===== config.mk =====
export PLATFORM = sky130hd
export DESIGN_NAME = servo_command_packet_encoder
export DESIGN_NICKNAME = d
export VERILOG_FILES = /design/src/hw/rtl/sce_pkg.sv /design/src/hw/rtl/sce_front.sv /design/src/hw/rtl/sce_queue.sv /design/src/hw/rtl/sce_back.sv /design/src/hw/rtl/servo_command_packet_encoder.sv
export SDC_FILE = /design/constraint.sdc
export NUM_CORES = 1
export LEC_CHECK = 0
export BUFFER_PORTS_ARGS = -buffer_cell sky130_fd_sc_hd__buf_2
export CELL_PAD_IN_SITES_DETAIL_PLACEMENT = 0
export CELL_PAD_IN_SITES_GLOBAL_PLACEMENT = 2
export CORE_ASPECT_RATIO = 0.9
export CORE_MARGIN = 1
export CORE_UTILIZATION = 45
export DETAILED_ROUTE_END_ITERATION = 6
export GPL_TIMING_DRIVEN = 0
export PLACE_DENSITY_LB_ADDON = 0.25
export SYNTH_ARGS = -nofsm -noshare
export SYNTH_HDL_FRONTEND = slang
export SYNTH_SLANG_ARGS = --single-unit

===== constraint.sdc =====
create_clock -name clk -period 7.3 [get_ports clk]
set_input_delay 1.46 -clock clk [delete_from_list [all_inputs] [get_ports clk]]
set_output_delay 1.46 -clock clk [all_outputs]
set_load 0.03 [all_outputs]

===== src/hw/rtl/sce_pkg.sv =====
// Package for the servo command packet encoder: command codes, protocol bytes,
// the packet descriptor passed from the front to the back, and queue sizing.
// No dependencies.
package sce_pkg;

  // Command codes on the operation field
  localparam logic [2:0] OP_STEP_WRITE = 3'd0;
  localparam logic [2:0] OP_SET_ID     = 3'd1;
  localparam logic [2:0] OP_READ       = 3'd2;
  localparam logic [2:0] OP_UNLOCK     = 3'd3;
  localparam logic [2:0] OP_LOCK       = 3'd4;

  // Protocol bytes
  localparam logic [7:0] HDR_BYTE  = 8'hFF;
  localparam logic [7:0] LEN_STEP  = 8'h09;
  localparam logic [7:0] LEN_SHORT = 8'h04;
  localparam logic [7:0] INS_WRITE = 8'h03;
  localparam logic [7:0] INS_READ  = 8'h02;
  localparam logic [7:0] REG_STEP  = 8'h2A;
  localparam logic [7:0] REG_ID    = 8'h05;
  localparam logic [7:0] REG_LOCK  = 8'h37;
  localparam logic [7:0] LOCK_OFF  = 8'h00;
  localparam logic [7:0] LOCK_ON   = 8'h01;

  // Byte positions within a packet
  localparam logic [3:0] ID_POS     = 4'd2;
  localparam logic [3:0] LEN_POS    = 4'd3;
  localparam logic [3:0] INS_POS    = 4'd4;
  localparam logic [3:0] BODY_START = 4'd5;

  localparam int BODY_MAX = 7;
  localparam logic [2:0] NBODY_STEP  = 3'd7;
  localparam logic [2:0] NBODY_SHORT = 3'd2;

  // Descriptor queue sizing
  localparam int QAW    = 2;
  localparam int QDEPTH = 1 << QAW;
  localparam logic [QAW:0] Q_FULL = (QAW + 1)'(QDEPTH);

  // One packet to be serialised
  typedef struct packed {
    logic [7:0]                 id;
    logic [7:0]                 len;
    logic [7:0]                 instr;
    logic [BODY_MAX-1:0][7:0]   body;
    logic [2:0]                 nbody;
    logic                       run_last;
  } pkt_t;

  typedef struct packed {
    logic full;
    logic empty;
  } qstat_t;

endpackage


===== src/hw/rtl/sce_front.sv =====
// Front end: accepts commands and breaks each into packet descriptors.
// Depends on sce_pkg.
module sce_front (
  input  logic                clk,
  input  logic                rst,
  input  logic                in_valid,
  output logic                in_stall,
  input  logic [2:0]          operation,
  input  logic [7:0]          servo_id,
  input  logic [15:0]         goal_position,
  input  logic [15:0]         move_time,
  input  logic [15:0]         move_speed,
  input  logic [7:0]          replacement_id,
  input  logic [7:0]          read_register,
  input  logic [7:0]          read_count,
  output logic                push,
  output sce_pkg::pkt_t       pkt,
  input  sce_pkg::qstat_t     qstat
);

  logic        busy;
  logic [1:0]  part;
  logic [2:0]  op_r;
  logic [7:0]  id_r;
  logic [15:0] pos_r;
  logic [15:0] tim_r;
  logic [15:0] spd_r;
  logic [7:0]  new_r;
  logic [7:0]  reg_r;
  logic [7:0]  cnt_r;
  logic        done;
  logic        accept;
  logic        op_ok;

  always_comb begin
    pkt          = '0;
    pkt.id       = id_r;
    pkt.len      = sce_pkg::LEN_SHORT;
    pkt.instr    = sce_pkg::INS_WRITE;
    pkt.nbody    = sce_pkg::NBODY_SHORT;
    pkt.run_last = 1'b1;
    unique case (op_r)
      sce_pkg::OP_STEP_WRITE: begin
        pkt.len     = sce_pkg::LEN_STEP;
        pkt.nbody   = sce_pkg::NBODY_STEP;
        pkt.body[0] = sce_pkg::REG_STEP;
        pkt.body[1] = pos_r[7:0];
        pkt.body[2] = pos_r[15:8];
        pkt.body[3] = tim_r[7:0];
        pkt.body[4] = tim_r[15:8];
        pkt.body[5] = spd_r[7:0];
        pkt.body[6] = spd_r[15:8];
      end
      sce_pkg::OP_SET_ID: begin
        case (part)
          2'd0: begin
            pkt.body[0]  = sce_pkg::REG_LOCK;
            pkt.body[1]  = sce_pkg::LOCK_OFF;
            pkt.run_last = 1'b0;
          end
          2'd1: begin
            pkt.body[0]  = sce_pkg::REG_ID;
            pkt.body[1]  = new_r;
            pkt.run_last = 1'b0;
          end
          default: begin
            pkt.id      = new_r;
            pkt.body[0] = sce_pkg::REG_LOCK;
            pkt.body[1] = sce_pkg::LOCK_ON;
          end
        endcase
      end
      sce_pkg::OP_READ: begin
        pkt.instr   = sce_pkg::INS_READ;
        pkt.body[0] = reg_r;
        pkt.body[1] = cnt_r;
      end
      sce_pkg::OP_UNLOCK: begin
        pkt.body[0] = sce_pkg::REG_LOCK;
        pkt.body[1] = sce_pkg::LOCK_OFF;
      end
      sce_pkg::OP_LOCK: begin
        pkt.body[0] = sce_pkg::REG_LOCK;
        pkt.body[1] = sce_pkg::LOCK_ON;
      end
      default: begin
        pkt.run_last = 1'b1;
      end
    endcase
  end

  // Take the next command in the same cycle as the last descriptor leaves
  assign push     = busy & ~qstat.full;
  assign done     = push & pkt.run_last;
  assign in_stall = busy & ~done;
  assign accept   = in_valid & ~in_stall;
  assign op_ok    = (operation <= sce_pkg::OP_LOCK);

  always_ff @(posedge clk) begin
    if (rst) begin
      busy <= 1'b0;
      part <= 2'd0;
    end else if (accept) begin
      busy <= op_ok;
      part <= 2'd0;
    end else if (done) begin
      busy <= 1'b0;
    end else if (push) begin
      part <= part + 2'd1;
    end
  end

  always_ff @(posedge clk) begin
    if (accept) begin
      op_r  <= operation;
      id_r  <= servo_id;
      pos_r <= goal_position;
      tim_r <= move_time;
      spd_r <= move_speed;
      new_r <= replacement_id;
      reg_r <= read_register;
      cnt_r <= read_count;
    end
  end

endmodule


===== src/hw/rtl/sce_queue.sv =====
// Short descriptor queue between the front and the back.
// Depends on sce_pkg.
module sce_queue (
  input  logic              clk,
  input  logic              rst,
  input  logic              push,
  input  sce_pkg::pkt_t     wr_pkt,
  input  logic              pop,
  output sce_pkg::pkt_t     rd_pkt,
  output sce_pkg::qstat_t   qstat
);

  sce_pkg::pkt_t               slots [sce_pkg::QDEPTH];
  logic [sce_pkg::QAW-1:0]     wr_ptr;
  logic [sce_pkg::QAW-1:0]     rd_ptr;
  logic [sce_pkg::QAW:0]       count;

  assign qstat.full  = (count == sce_pkg::Q_FULL);
  assign qstat.empty = (count == '0);
  assign rd_pkt      = slots[rd_ptr];

  always_ff @(posedge clk) begin
    if (rst) begin
      wr_ptr <= '0;
      rd_ptr <= '0;
      count  <= '0;
    end else begin
      if (push) begin
        wr_ptr <= wr_ptr + 1'b1;
      end
      if (pop) begin
        rd_ptr <= rd_ptr + 1'b1;
      end
      case ({push, pop})
        2'b10:   count <= count + 1'b1;
        2'b01:   count <= count - 1'b1;
        default: count <= count;
      endcase
    end
  end

  always_ff @(posedge clk) begin
    if (push) begin
      slots[wr_ptr] <= wr_pkt;
    end
  end

`ifndef ASSERT_OFF
  a_no_overflow: assert property (@(posedge clk) disable iff (rst) push |-> !qstat.full)
    else $error("descriptor pushed into a full queue");
  a_no_underflow: assert property (@(posedge clk) disable iff (rst) pop |-> !qstat.empty)
    else $error("descriptor popped from an empty queue");
`endif

endmodule


===== src/hw/rtl/sce_back.sv =====
// Back end: serialises packet descriptors into bytes with a running checksum.
// Depends on sce_pkg.
module sce_back (
  input  logic              clk,
  input  logic              rst,
  input  sce_pkg::pkt_t     head,
  input  sce_pkg::qstat_t   qstat,
  output logic              pop,
  output logic              out_valid,
  input  logic              out_stall,
  output logic [7:0]        out_byte,
  output logic              packet_end,
  output logic              run_end
);

  logic           busy;
  sce_pkg::pkt_t  cur;
  logic [3:0]     idx;
  logic [7:0]     sum;
  logic           advance;
  logic           load;
  logic [3:0]     chk_pos;
  logic           is_chk;
  logic [3:0]     body_off;
  logic [7:0]     byte_val;

  assign advance  = busy & (~out_valid | ~out_stall);
  assign chk_pos  = sce_pkg::BODY_START + {1'b0, cur.nbody};
  assign is_chk   = (idx == chk_pos);
  assign body_off = idx - sce_pkg::BODY_START;
  assign load     = (~busy | (advance & is_chk)) & ~qstat.empty;
  assign pop      = load;

  always_comb begin
    if (is_chk) begin
      byte_val = ~sum;
    end else if (idx < sce_pkg::ID_POS) begin
      byte_val = sce_pkg::HDR_BYTE;
    end else if (idx == sce_pkg::ID_POS) begin
      byte_val = cur.id;
    end else if (idx == sce_pkg::LEN_POS) begin
      byte_val = cur.len;
    end else if (idx == sce_pkg::INS_POS) begin
      byte_val = cur.instr;
    end else begin
      byte_val = cur.body[body_off[2:0]];
    end
  end

  always_ff @(posedge clk) begin
    if (rst) begin
      busy      <= 1'b0;
      out_valid <= 1'b0;
    end else begin
      if (advance) begin
        out_valid <= 1'b1;
      end else if (~out_stall) begin
        out_valid <= 1'b0;
      end
      if (load) begin
        busy <= 1'b1;
      end else if (advance & is_chk) begin
        busy <= 1'b0;
      end
    end
  end

  always_ff @(posedge clk) begin
    if (advance) begin
      out_byte   <= byte_val;
      packet_end <= is_chk;
      run_end    <= is_chk & cur.run_last;
    end
    if (load) begin
      cur <= head;
      idx <= '0;
      sum <= '0;
    end else if (advance) begin
      idx <= idx + 4'd1;
      if (idx >= sce_pkg::ID_POS) begin
        sum <= sum + byte_val;
      end
    end
  end

`ifndef ASSERT_OFF
  a_run_end_on_checksum: assert property (@(posedge clk) disable iff (rst)
    out_valid && run_end |-> packet_end)
    else $error("run end flagged on a byte that does not end a packet");
  a_index_bound: assert property (@(posedge clk) disable iff (rst)
    busy |-> idx <= chk_pos)
    else $error("byte index ran past the checksum");
`endif

endmodule


===== src/hw/rtl/servo_command_packet_encoder.sv =====
// Top level of the servo command packet encoder: front end, descriptor queue
// and byte serialiser. Depends on sce_pkg, sce_front, sce_queue, sce_back.
//
//   channel | handshake             | payload
//   --------+-----------------------+----------------------------------------
//   input   | in_valid / in_stall   | operation, servo_id, goal_position,
//           |                       | move_time, move_speed, replacement_id,
//           |                       | read_register, read_count
//   output  | out_valid / out_stall | out_byte, packet_end, run_end
//
// The serialiser emits one byte per cycle while out_stall is low. Byte counts
// per command: 13 for step write, 8 for read, unlock and lock, 24 for set id.
// While the queue has room, the front queues one packet descriptor per cycle
// into the four-entry queue, so a command is taken while earlier packets are
// still being sent. Unknown operation codes are accepted and dropped with no
// output. Reset clears the control state only; nothing else needs clearing.
// A stall on the output holds the registered byte and, once the queue fills,
// backs up into in_stall.
module servo_command_packet_encoder (
  input  logic        clk,
  input  logic        rst,
  input  logic        in_valid,
  output logic        in_stall,
  input  logic [2:0]  operation,
  input  logic [7:0]  servo_id,
  input  logic [15:0] goal_position,
  input  logic [15:0] move_time,
  input  logic [15:0] move_speed,
  input  logic [7:0]  replacement_id,
  input  logic [7:0]  read_register,
  input  logic [7:0]  read_count,
  output logic        out_valid,
  input  logic        out_stall,
  output logic [7:0]  out_byte,
  output logic        packet_end,
  output logic        run_end
);

  // Descriptors travel front -> queue -> back
  logic             push;
  logic             pop;
  sce_pkg::pkt_t    wr_pkt;
  sce_pkg::pkt_t    rd_pkt;
  sce_pkg::qstat_t  qstat;

  // Classify commands and split set id into its three packets
  sce_front u_front (
    .clk            (clk),
    .rst            (rst),
    .in_valid       (in_valid),
    .in_stall       (in_stall),
    .operation      (operation),
    .servo_id       (servo_id),
    .goal_position  (goal_position),
    .move_time      (move_time),
    .move_speed     (move_speed),
    .replacement_id (replacement_id),
    .read_register  (read_register),
    .read_count     (read_count),
    .push           (push),
    .pkt            (wr_pkt),
    .qstat          (qstat)
  );

  // Hold descriptors so front and back stall independently
  sce_queue u_queue (
    .clk    (clk),
    .rst    (rst),
    .push   (push),
    .wr_pkt (wr_pkt),
    .pop    (pop),
    .rd_pkt (rd_pkt),
    .qstat  (qstat)
  );

  // Serialise header, fields, body and checksum, one byte per cycle unless stalled
  sce_back u_back (
    .clk        (clk),
    .rst        (rst),
    .head       (rd_pkt),
    .qstat      (qstat),
    .pop        (pop),
    .out_valid  (out_valid),
    .out_stall  (out_stall),
    .out_byte   (out_byte),
    .packet_end (packet_end),
    .run_end    (run_end)
  );

endmodule

==> results of run 1 <==
==> placed cells by master, fill, tap and decap left out, types with 6 or more instances in the layout <==
cell type / instances
and2_1: 46
mux2i_1: 10
mux4_2: 76
clkinv_1: 10
xnor2_1: 8
clkbuf_16: 48
a222oi_1: 7
nor2_1: 38
nand2_1: 31
inv_1: 26
buf_16: 6
nor3_1: 6
a21oi_1: 32
xor2_1: 6
dfxtp_1: 24
clkbuf_1: 32
clkinv_2: 10
buf_2: 108
mux2_2: 10
edfxtp_1: 433
ha_1: 18
a211oi_1: 12
o21ai_0: 13
==> final timing paths <==
| kind | from | to | slack [ns] |
|---|---|---|---|
| worst max-delay path | u_back.idx[0] | u_back.sum[7] | 2.15 |
| worst min-delay path | u_front.part[1] | u_front.part[1] | 0.46 |
| worst max register to register | u_back.idx[0] | u_back.sum[7] | 2.15 |
| worst min register to register | u_front.part[1] | u_front.part[1] | 0.46 |
==> power by group through the flow <==
stage	Clock (mW)	Sequential, mW	Combinational (mW)
2_1_floorplan	0	3.46	1.05
3_3_place_gp	0	3.53	1.50
3_5_place_dp	0	3.47	1.56
4_1_cts	2.41	3.42	1.56
5_1_grt	2.51	3.45	1.67
6_report	2.36	3.42	1.52
==> metrics by stage <==
step,total power [mW],hold slack [ns]
detailed placement,5.032,0.4528
global route,7.627,0.4791
floorplan,4.511,0.4336
global placement,5.028,0.4442
finish,7.307,0.4594
CTS,7.395,0.4611
==> final cells by class <==
type / instances / area, µm² / share of cell area [%]
sequential: 457 / 13480 / 66.62
clock buffer: 58 / 1249 / 6.170
buffer: 38 / 166.4 / 0.8222
inverter: 26 / 97.59 / 0.4822
timing repair buffer: 104 / 655.6 / 3.239
multi-input combinational: 368 / 3694 / 18.25
clock inverter: 30 / 290.3 / 1.434
tap: 483 / 604.3 / 2.986
==> critical path, cell delays in order, from the launching register on <==
cell and delay, ns:
dfxtp_1 0.32, buf_2 0.22, buf_2 0.36, inv_1 0.22, ha_1 0.41, buf_6 0.19, buf_2 0.36, mux2i_1 0.35
nor2_1 0.08, a21oi_1 0.23, a211oi_1 0.11, a211oi_1 0.41, a21oi_1 0.12, ha_1 0.37, nand3_1 0.09, o211ai_1 0.12
o41ai_1 0.54, xnor2_1 0.19, a21oi_1 0.10, a311oi_2 0.25
==> logic make-up (layout without fill, tap and decap cells) <==
family / after synthesis / after routing / share of synthesized area, %
xor gates and xnor gates: 15 / 15 / 0.7973
and+or+nand+nor: 148 / 148 / 4.360
AOI/OAI and AO/OA: 89 / 89 / 3.376
buffers and inverters: 64 / 256 / 1.494
muxes: 96 / 96 / 11.05
DFF: 457 / 457 / 77.40
adders and majority gates: 20 / 20 / 1.523
==> flip-flops by register name (all words and copies together) (netlist names) <==
signal and cells:
u_front.part 2, u_back.run_end 1, u_back.out_valid 1, u_back.packet_end 1, u_queue.count 3, u_back.cur 68, u_front.busy 1, u_back.out_byte 8
u_queue.wr_ptr 2, u_front.cnt_r 8, u_front.tim_r 16, u_front.reg_r 8, u_front.spd_r 16, u_queue.rd_ptr 2, u_queue.slots 272, u_front.new_r 8
u_front.id_r 8, u_front.pos_r 16, u_back.idx 4, u_front.op_r 3, u_back.sum 8, u_back.busy 1
==> per-layer routing <==
metal  wire length (µm)  up-vias  track usage, %
met5                  0        -               0
met1              16680     4128           27.21
met4                563        0           4.638
met3               1258       47           2.667
met2              15050      169           26.62
li1                   -     3836               -
==> results.toml, run 1 <==
[cts]
cts_tree = "yes"
cts_setup_buffers = 0
hold_buffers = 0
h-tree-depth = 2
cts-root-buf = "clkbuf_16"
clkSlewWorstSetupHoldPaths_ns = 0.06
clock_tree.buffer_depth = 3
cts_buffers = 47
clkSinkCount = 457
worstSkewPairLatency_ns = 0.57
cts_resized = 0

[timing]
fin_ws_ns = 2.155
hold_viol = 0
post-route-min-period_ns = 5.145
final.setup.tns_ns = 0
period_share_pct = 70.48
relSlewSlack_pct = 21.91
finClkSkew_ns = 0.01962
max_freq_ghz = 0.1944
worst_pin_slew_ns = 1.162
rsz0062_at_grt = "no"
setup_viol = 0
maxSlewViolCount = 0

[worst_setup_path]
cp-start-kind = "flip-flop"
worst_ep_arrival_time_ns = 5.62
crit_required_ns = 7.78
crit_path_end_kind = "flip-flop"
crit_type = "flip-flop to flip-flop"
reg2regPathDepth = 19
cp_max_fo = 10

[finish]
fin_cells = 1564
diodes = 0
area_delta_synth_final_pct = 16.19
num-nets-final = 1149
design_area_mm2 = 0.02024
num-fill-cells = 2971
drive_above_1_share_pct = 26.09
finalCoreUtilization_pct = 53.65

[grt]
grt_max_degree = 62
gr-total-overflow = 0
grt_pass1_wl_mm = 51.78
grt_usage_pct = 17.73
grt_pass1_vias = 8393
antenna_found_initial = 0

[synthesis]
synthCells = 889
synth.top_cell.area_share_pct = 74.64
synthFlopType = "edfxtp_1"
yosysMostFrequentCell = "edfxtp_1"
synth_area_per_cell_um2 = 19.59
yosys-top-cells-count = "edfxtp_1, mux4_2, and2_1"
yosys_warnings = 0
synth_top_cell_by_area = "edfxtp_1"
syn_area_mm2 = 0.01742
synth_seq_cells = 457
synth_area_leaders = "edfxtp_1, mux4_2, dfxtp_1"
synth-seq-area-share_pct = 77.40
ys_types = 51
async_flop_share_pct = 0
synth_edf_count = 433
synth_fp_nets = 996

[place]
post_dp_cell_area_mm2 = 0.01870
placed_cells = 1476
place.gp.congestion = 0.8189
dpl.hpwl_mm = 21.72
preCtsSetupSlack_ns = 2.102
portBuffers = 98

[routing]
antenna_left = 0
drt_iter0_drc = 654
vias = 8180
vias_per_cell = 5.230
drc = 0
wl_mm = 33.55
first_pass_iters = 5
avgRoutedWirePerCell_um = 21.45

[power]
ir_worst_vdd_mv = 0.1851
p_per_area_mw_per_mm2 = 361.0
seqPwrFrac_pct = 46.8
leakage_nw = 6.814
swShare_pct = 27.77
switchingPower_mw = 2.029
intPower_mw = 5.278
power_frac_clock_pct = 32.3
p_comb_share_pct = 20.9

[floorplanning]
start_util_pct = 46.18
die_w_um = 209.4
die_area_mm2 = 0.03950
die_h_um = 188.7
io_pins = 99
placementRows = 67
core_area_mm2 = 0.03772

[worst_hold_path]
hp-class = "flip-flop to flip-flop"
hold_depth = 2

[outcome]
outcome = "completed"

[run]
cap_violations = 0
(Power assumes the default switching activity.)
==> inputs of run 2 (changes only) <==
ABC_AREA = 1   (was default)
CORE_UTILIZATION = 43   (was 45)
clock period = 4.8 ns   (was 7.3 ns; I/O delays follow)
==> results.toml, run 2 <==
[outcome]
outcome = "completed"

[synthesis]
synth_area_per_cell_um2 = 13.20
synth_edf_count = 433
synth-simple-area-share_pct = 8.396
yosys_warnings = 0
synth_seq_cells = 457
synth-xor-area-share_pct = 0.2963
synth_top_family_by_area = "compound AO/OA/AOI/OAI gates"
synth-seq-area-share_pct = 76.03
synth_fa_ha_area_share_pct = 1.496
synth_fp_nets = 1450
synth_top_cell_by_area = "edfxtp_1"
ys_types = 36
syn_area_mm2 = 0.01773
synthFlopType = "edfxtp_1"
yosysMostFrequentCell = "edfxtp_1"
synth_area_leaders = "edfxtp_1, o21ai_0, nor2_1"
synth.top_cell.area_share_pct = 73.32
yosys-top-cells-count = "edfxtp_1, nor2_1, o21ai_0"
synth-compound-area-share_pct = 9.793
synthCells = 1343
async_flop_share_pct = 0
synthMuxAreaShare_pct = 0.2540

[finish]
reg_top3 = "u_queue.slots x272, u_back.cur x68"
regMostFlops = "u_queue.slots"
num-nets-final = 1608
fin_cells = 2078
drive_above_1_share_pct = 14.11
num-fill-cells = 3547
largest_register_ffs = 272
diodes = 0
layout_commonest_cell = "edfxtp_1"
mostFrequentLayoutCells = "edfxtp_1, nor2_1, o21ai_0, buf_2, nand2_1"
finalCoreUtilization_pct = 50.80
area_delta_synth_final_pct = 16.42

[floorplanning]
start_util_pct = 43.64
die_area_mm2 = 0.04206
io_pins = 99
die_w_um = 216.1
die_h_um = 194.7
core_area_mm2 = 0.04064
placementRows = 70

[grt]
grt_pass1_wl_mm = 62.55
antenna_found_initial = 2
grt_max_degree = 78
gr-total-overflow = 0
grt_usage_pct = 19.93
grt_pass1_vias = 10590

[cts]
clkSlewWorstSetupHoldPaths_ns = 0.06
cts_buffers = 47
cts_setup_buffers = 0
worstSkewPairLatency_ns = 0.58
cts-root-buf = "clkbuf_16"
h-tree-depth = 2
cts_resized = 0
cts_tree = "yes"
clock_tree.buffer_depth = 3
hold_buffers = 0
clkSinkCount = 457

[timing]
rsz0062_at_grt = "no"
max_freq_ghz = 0.2522
hold_viol = 0
post-route-min-period_ns = 3.965
maxSlewViolCount = 0
finClkSkew_ns = 0.02556
final.setup.tns_ns = 0
worst_pin_slew_ns = 0.8987
period_share_pct = 82.60
setup_viol = 0
relSlewSlack_pct = 39.33

[worst_setup_path]
crit_path_end_kind = "flip-flop"
cp_max_fo = 12
reg2regPathDepth = 21
rr_startpoint = "u_back.idx[0]"
cp-start-kind = "flip-flop"
r2r_slack_ns = 0.84
worst_ep_arrival_time_ns = 4.42
crit_type = "flip-flop to flip-flop"
crit_required_ns = 5.26
r2r_end = "u_back.sum[6]"

[worst_hold_path]
min-delay-start = "u_front.part[1]"
hold-path-endpoint = "u_front.part[1]"
hold_depth = 2
hp-class = "flip-flop to flip-flop"

[power]
ir_worst_vdd_mv = 0.4770
power_mw = 11.72
leakage_nw = 7.447
p_per_area_mw_per_mm2 = 567.7

[place]
dpl.hpwl_mm = 27.44
place.gp.congestion = 0.8558
placed_cells = 1992
portBuffers = 98

[routing]
avgRoutedWirePerCell_um = 19.72
drt_iter0_drc = 765
vias_per_cell = 5.149
vias = 10700
wl_mm = 40.98
first_pass_iters = 5
antenna_left = 0
drc = 0

[run]
cap_violations = 0
[run 2: cell count changes in the layout (fill, tap and decap cells not counted), sizes merged, moves of 8 or more]
| cell | delta |
|---|---|
| and2 | -52 |
| o22ai | +69 |
| xnor2 | -8 |
| clkbuf | +24 |
| nand2 | +79 |
| mux2i | -10 |
| a21oi | +12 |
| nand3 | +29 |
| nor2 | +185 |
| a211oi | -12 |
| inv | +81 |
| mux4 | -76 |
| o21ai | +164 |
[run 2: logic make-up (layout without fill, tap and decap cells)]
kind of cell	Yosys count	in the layout
flops	457	457
simple gates	373	373
compound gates	313	313
buf+inv	170	365
fa+ha+maj	20	20
xor+xnor	6	6
mux	4	4
[run 2: area by class of cell]
cell class	instances	area, µm²	area share (%)
Clock inverter	24	235.2	1.139
Clock buffer	62	1232	5.970
Inverter	110	417.9	2.024
Tap cell	540	675.6	3.273
Buffer	60	249.0	1.206
Timing Repair Buffer	109	733.2	3.552
Multi-Input combinational cell	716	3618	17.53
Sequential cell	457	13480	65.31
[run 2: routing by layer]
layer | track usage [%] | up-vias | routed length, µm
met4 | 7.121 | 4 | 1099
met2 | 29.61 | 268 | 18160
li1 | - | 5143 | -
met3 | 3.662 | 76 | 2324
met5 | 0 | - | 27
met1 | 29.35 | 5209 | 19380
[run 2: worst max path at each step]
| stage | from | endpoint | slack [ns] | depth (start not counted) |
|---|---|---|---|---|
| final | u_back.idx[0] | u_back.sum[6] | 0.84 | 21 |
| after floorplan | u_queue.count[1] | u_queue.slots[0][0] | 0.62 | 4 |
| after global routing | u_back.idx[0] | u_back.sum[6] | 0.39 | 21 |
| after global placement | u_queue.count[1] | u_queue.slots[3][50] | -2.32 | 4 |
| after CTS | u_back.idx[0] | u_back.sum[6] | 0.87 | 21 |
| after detailed placement | u_back.idx[0] | u_back.sum[6] | 0.87 | 21 |
[run 2: worst max-delay path: stages, from the launching register on]
cell and delay, ns:
dfxtp_1 0.33, inv_2 0.18, buf_2 0.26, buf_2 0.31, ha_1 0.30, nor2_1 0.43, nand2_1 0.10, nand3_1 0.11
nand3_1 0.07, o21ai_0 0.12, nand2_1 0.11, nand2_1 0.08, nand2_1 0.06, a21oi_1 0.25, ha_1 0.25, fa_1 0.23
nand3_1 0.07, nand2_1 0.11, a21oi_1 0.07, o21ai_0 0.19, xor2_1 0.17, a21oi_1 0.07
[run 2: per-stage QoR]
step	hold slack [ns]	instance area (µm²)	setup slack (ns)
after floorplan	0.4362	17730	0.6192
after global placement	0.4550	18900	-2.316
after detailed placement	0.4647	19180	0.8726
after CTS	0.4731	20640	0.8664
after global routing	0.5021	20640	0.3862
final	0.4652	20640	0.8354
[run 2: power breakdown]
| group | internal (mW) | leakage (nW) | switching, mW |
|---|---|---|---|
| sequential | 5.11 | 4.23 | 0.226 |
| clock | 2.02 | 0.717 | 1.47 |
| combinational | 0.846 | 2.50 | 2.04 |
==> inputs of run 3 (changes only) <==
clock period = 3.71 ns   (was 4.8 ns; I/O delays follow)
==> results.toml, run 3 (same netlist as run 2, synthesis figures left out) <==
[grt]
gr-total-overflow = 0
grt_pass1_wl_mm = 62.54
antenna_found_initial = 2
grt_usage_pct = 19.93
grt_max_degree = 78
grt_pass1_vias = 10580

[worst_setup_path]
worst_ep_arrival_time_ns = 3.90
slowest_stage = "dfxtp_2"
crit_family = "compound AO/OA/AOI/OAI gates"
cp-start-kind = "flip-flop"
crit_type = "flip-flop to flip-flop"
crit_path_end_kind = "flip-flop"
path_cells = "inv_4, buf_4, buf_6, ha_4, buf_4, buf_4, o21ai_0, o21ai_0, nand3_1, a22oi_1, ha_1, a21oi_1, o21a_1, nand2_1, a21oi_1, nor2_1, nor2_1, nor2_1"
crit_path_max_incr_delay_ns = 0.36
crit_buf_inv = 5
rr_startpoint = "u_back.idx[0]"
cp-startpoint = "u_back.idx[0]"
cp_max_fo = 12
crit_required_ns = 4.17

[finish]
drive_above_1_share_pct = 14.61
layout_commonest_cell = "edfxtp_1"
largest_register_ffs = 272
design_area_mm2 = 0.02071
reg_top3 = "u_queue.slots x272, u_back.cur x68"
mostFrequentLayoutCells = "edfxtp_1, nor2_1, o21ai_0, buf_2, nand2_1"
num-nets-final = 1610
fin_cells = 2080
area_delta_synth_final_pct = 16.78
diodes = 0
regMostFlops = "u_queue.slots"

[timing]
setup_viol = 0
post-route-min-period_ns = 3.436
hold_viol = 0
holdWs_ns = 0.3292
worst_pin_slew_ns = 0.8949
maxSlewViolCount = 0
rsz0062_at_grt = "no"
finClkSkew_ns = 0.02540
relSlewSlack_pct = 39.58
max_freq_ghz = 0.2910
fin_ws_ns = 0.2736
period_share_pct = 92.63

[cts]
h-tree-depth = 2
cts_buffers = 47
clock_tree.buffer_depth = 3
cts-root-buf = "clkbuf_16"
cts_tree = "yes"
clkSinkCount = 457
worstSkewPairLatency_ns = 0.58
hold_buffers = 0
clkSlewWorstSetupHoldPaths_ns = 0.06

[place]
dpl.hpwl_mm = 27.44
portBuffers = 98
preCtsSetupSlack_ns = -0.2174
place.gp.congestion = 0.8558
post_dp_cell_area_mm2 = 0.01918
placed_cells = 1992

[routing]
vias = 10770
drt_iter0_drc = 838
drc = 0
avgRoutedWirePerCell_um = 19.72
wl_mm = 41.02
vias_per_cell = 5.175
antenna_left = 0
first_pass_iters = 5

[floorplanning]
core_area_mm2 = 0.04064
start_util_pct = 43.64
placementRows = 70
die_w_um = 216.1
die_area_mm2 = 0.04206
die_h_um = 194.7
io_pins = 99

[outcome]
outcome = "completed"

[power]
p_per_area_mw_per_mm2 = 736.5
leakage_nw = 7.464
power_mw = 15.25
ir_worst_vdd_mv = 0.6227

[worst_hold_path]
min-delay-start = "replacement_id[7]"
hp-class = "input port to flip-flop"

[run]
cap_violations = 0
[run 3: power by group]
| part | total [mW] | switching [mW] | internal [mW] |
|---|---|---|---|
| combinational | 3.82 | 2.67 | 1.15 |
| clock | 4.52 | 1.90 | 2.62 |
| sequential | 6.91 | 0.295 | 6.62 |
[run 3: final cells by class]
class | instances | area (µm²)
fillers | 3538 | 19930
flip-flops and latches | 457 | 13480
multi-input cells | 716 | 3650
clock buffers | 62 | 1232
repair buffers | 111 | 748.2
well taps | 540 | 675.6
inverters | 110 | 420.4
plain buffers | 60 | 262.8
clock inverters | 24 | 235.2
[run 3: per-stage QoR]
step	util (%)	setup TNS [ns]
global route	50.96	0
floorplan	-	-128.05
global placement	46.51	-938.58
CTS	50.84	0
finish	50.96	0
detailed placement	47.19	-0.5473
[run 3: final timing paths]
check                           to  slack (ns)  cells past startpoint
hold reg to reg    u_front.part[1]        0.47                      2
setup / recovery     u_back.sum[7]        0.27                     18
hold / removal    u_front.new_r[7]        0.33                      1
setup reg to reg     u_back.sum[7]        0.27                     18
[run 3: metal layers]
layer  share of wire (%)  wire (µm)  global-route usage, %  vias up
li1                    -          -                      -     5145
met1                  47      19380                  29.35     5272
met2                  44      18160                  29.59      268
met3                 5.7       2347                  3.662       76
met4                 2.7       1099                  7.121        4
met5               0.066         27                      0        -
[run 3: timing repair]
action,4_1_cts,5_1_grt
buffers inserted,0,2
endpoints found under the hold margin,0,0
endpoints found under the setup margin,4,6
pin swaps,0,2
resized for setup,6,11
cloned,0,0
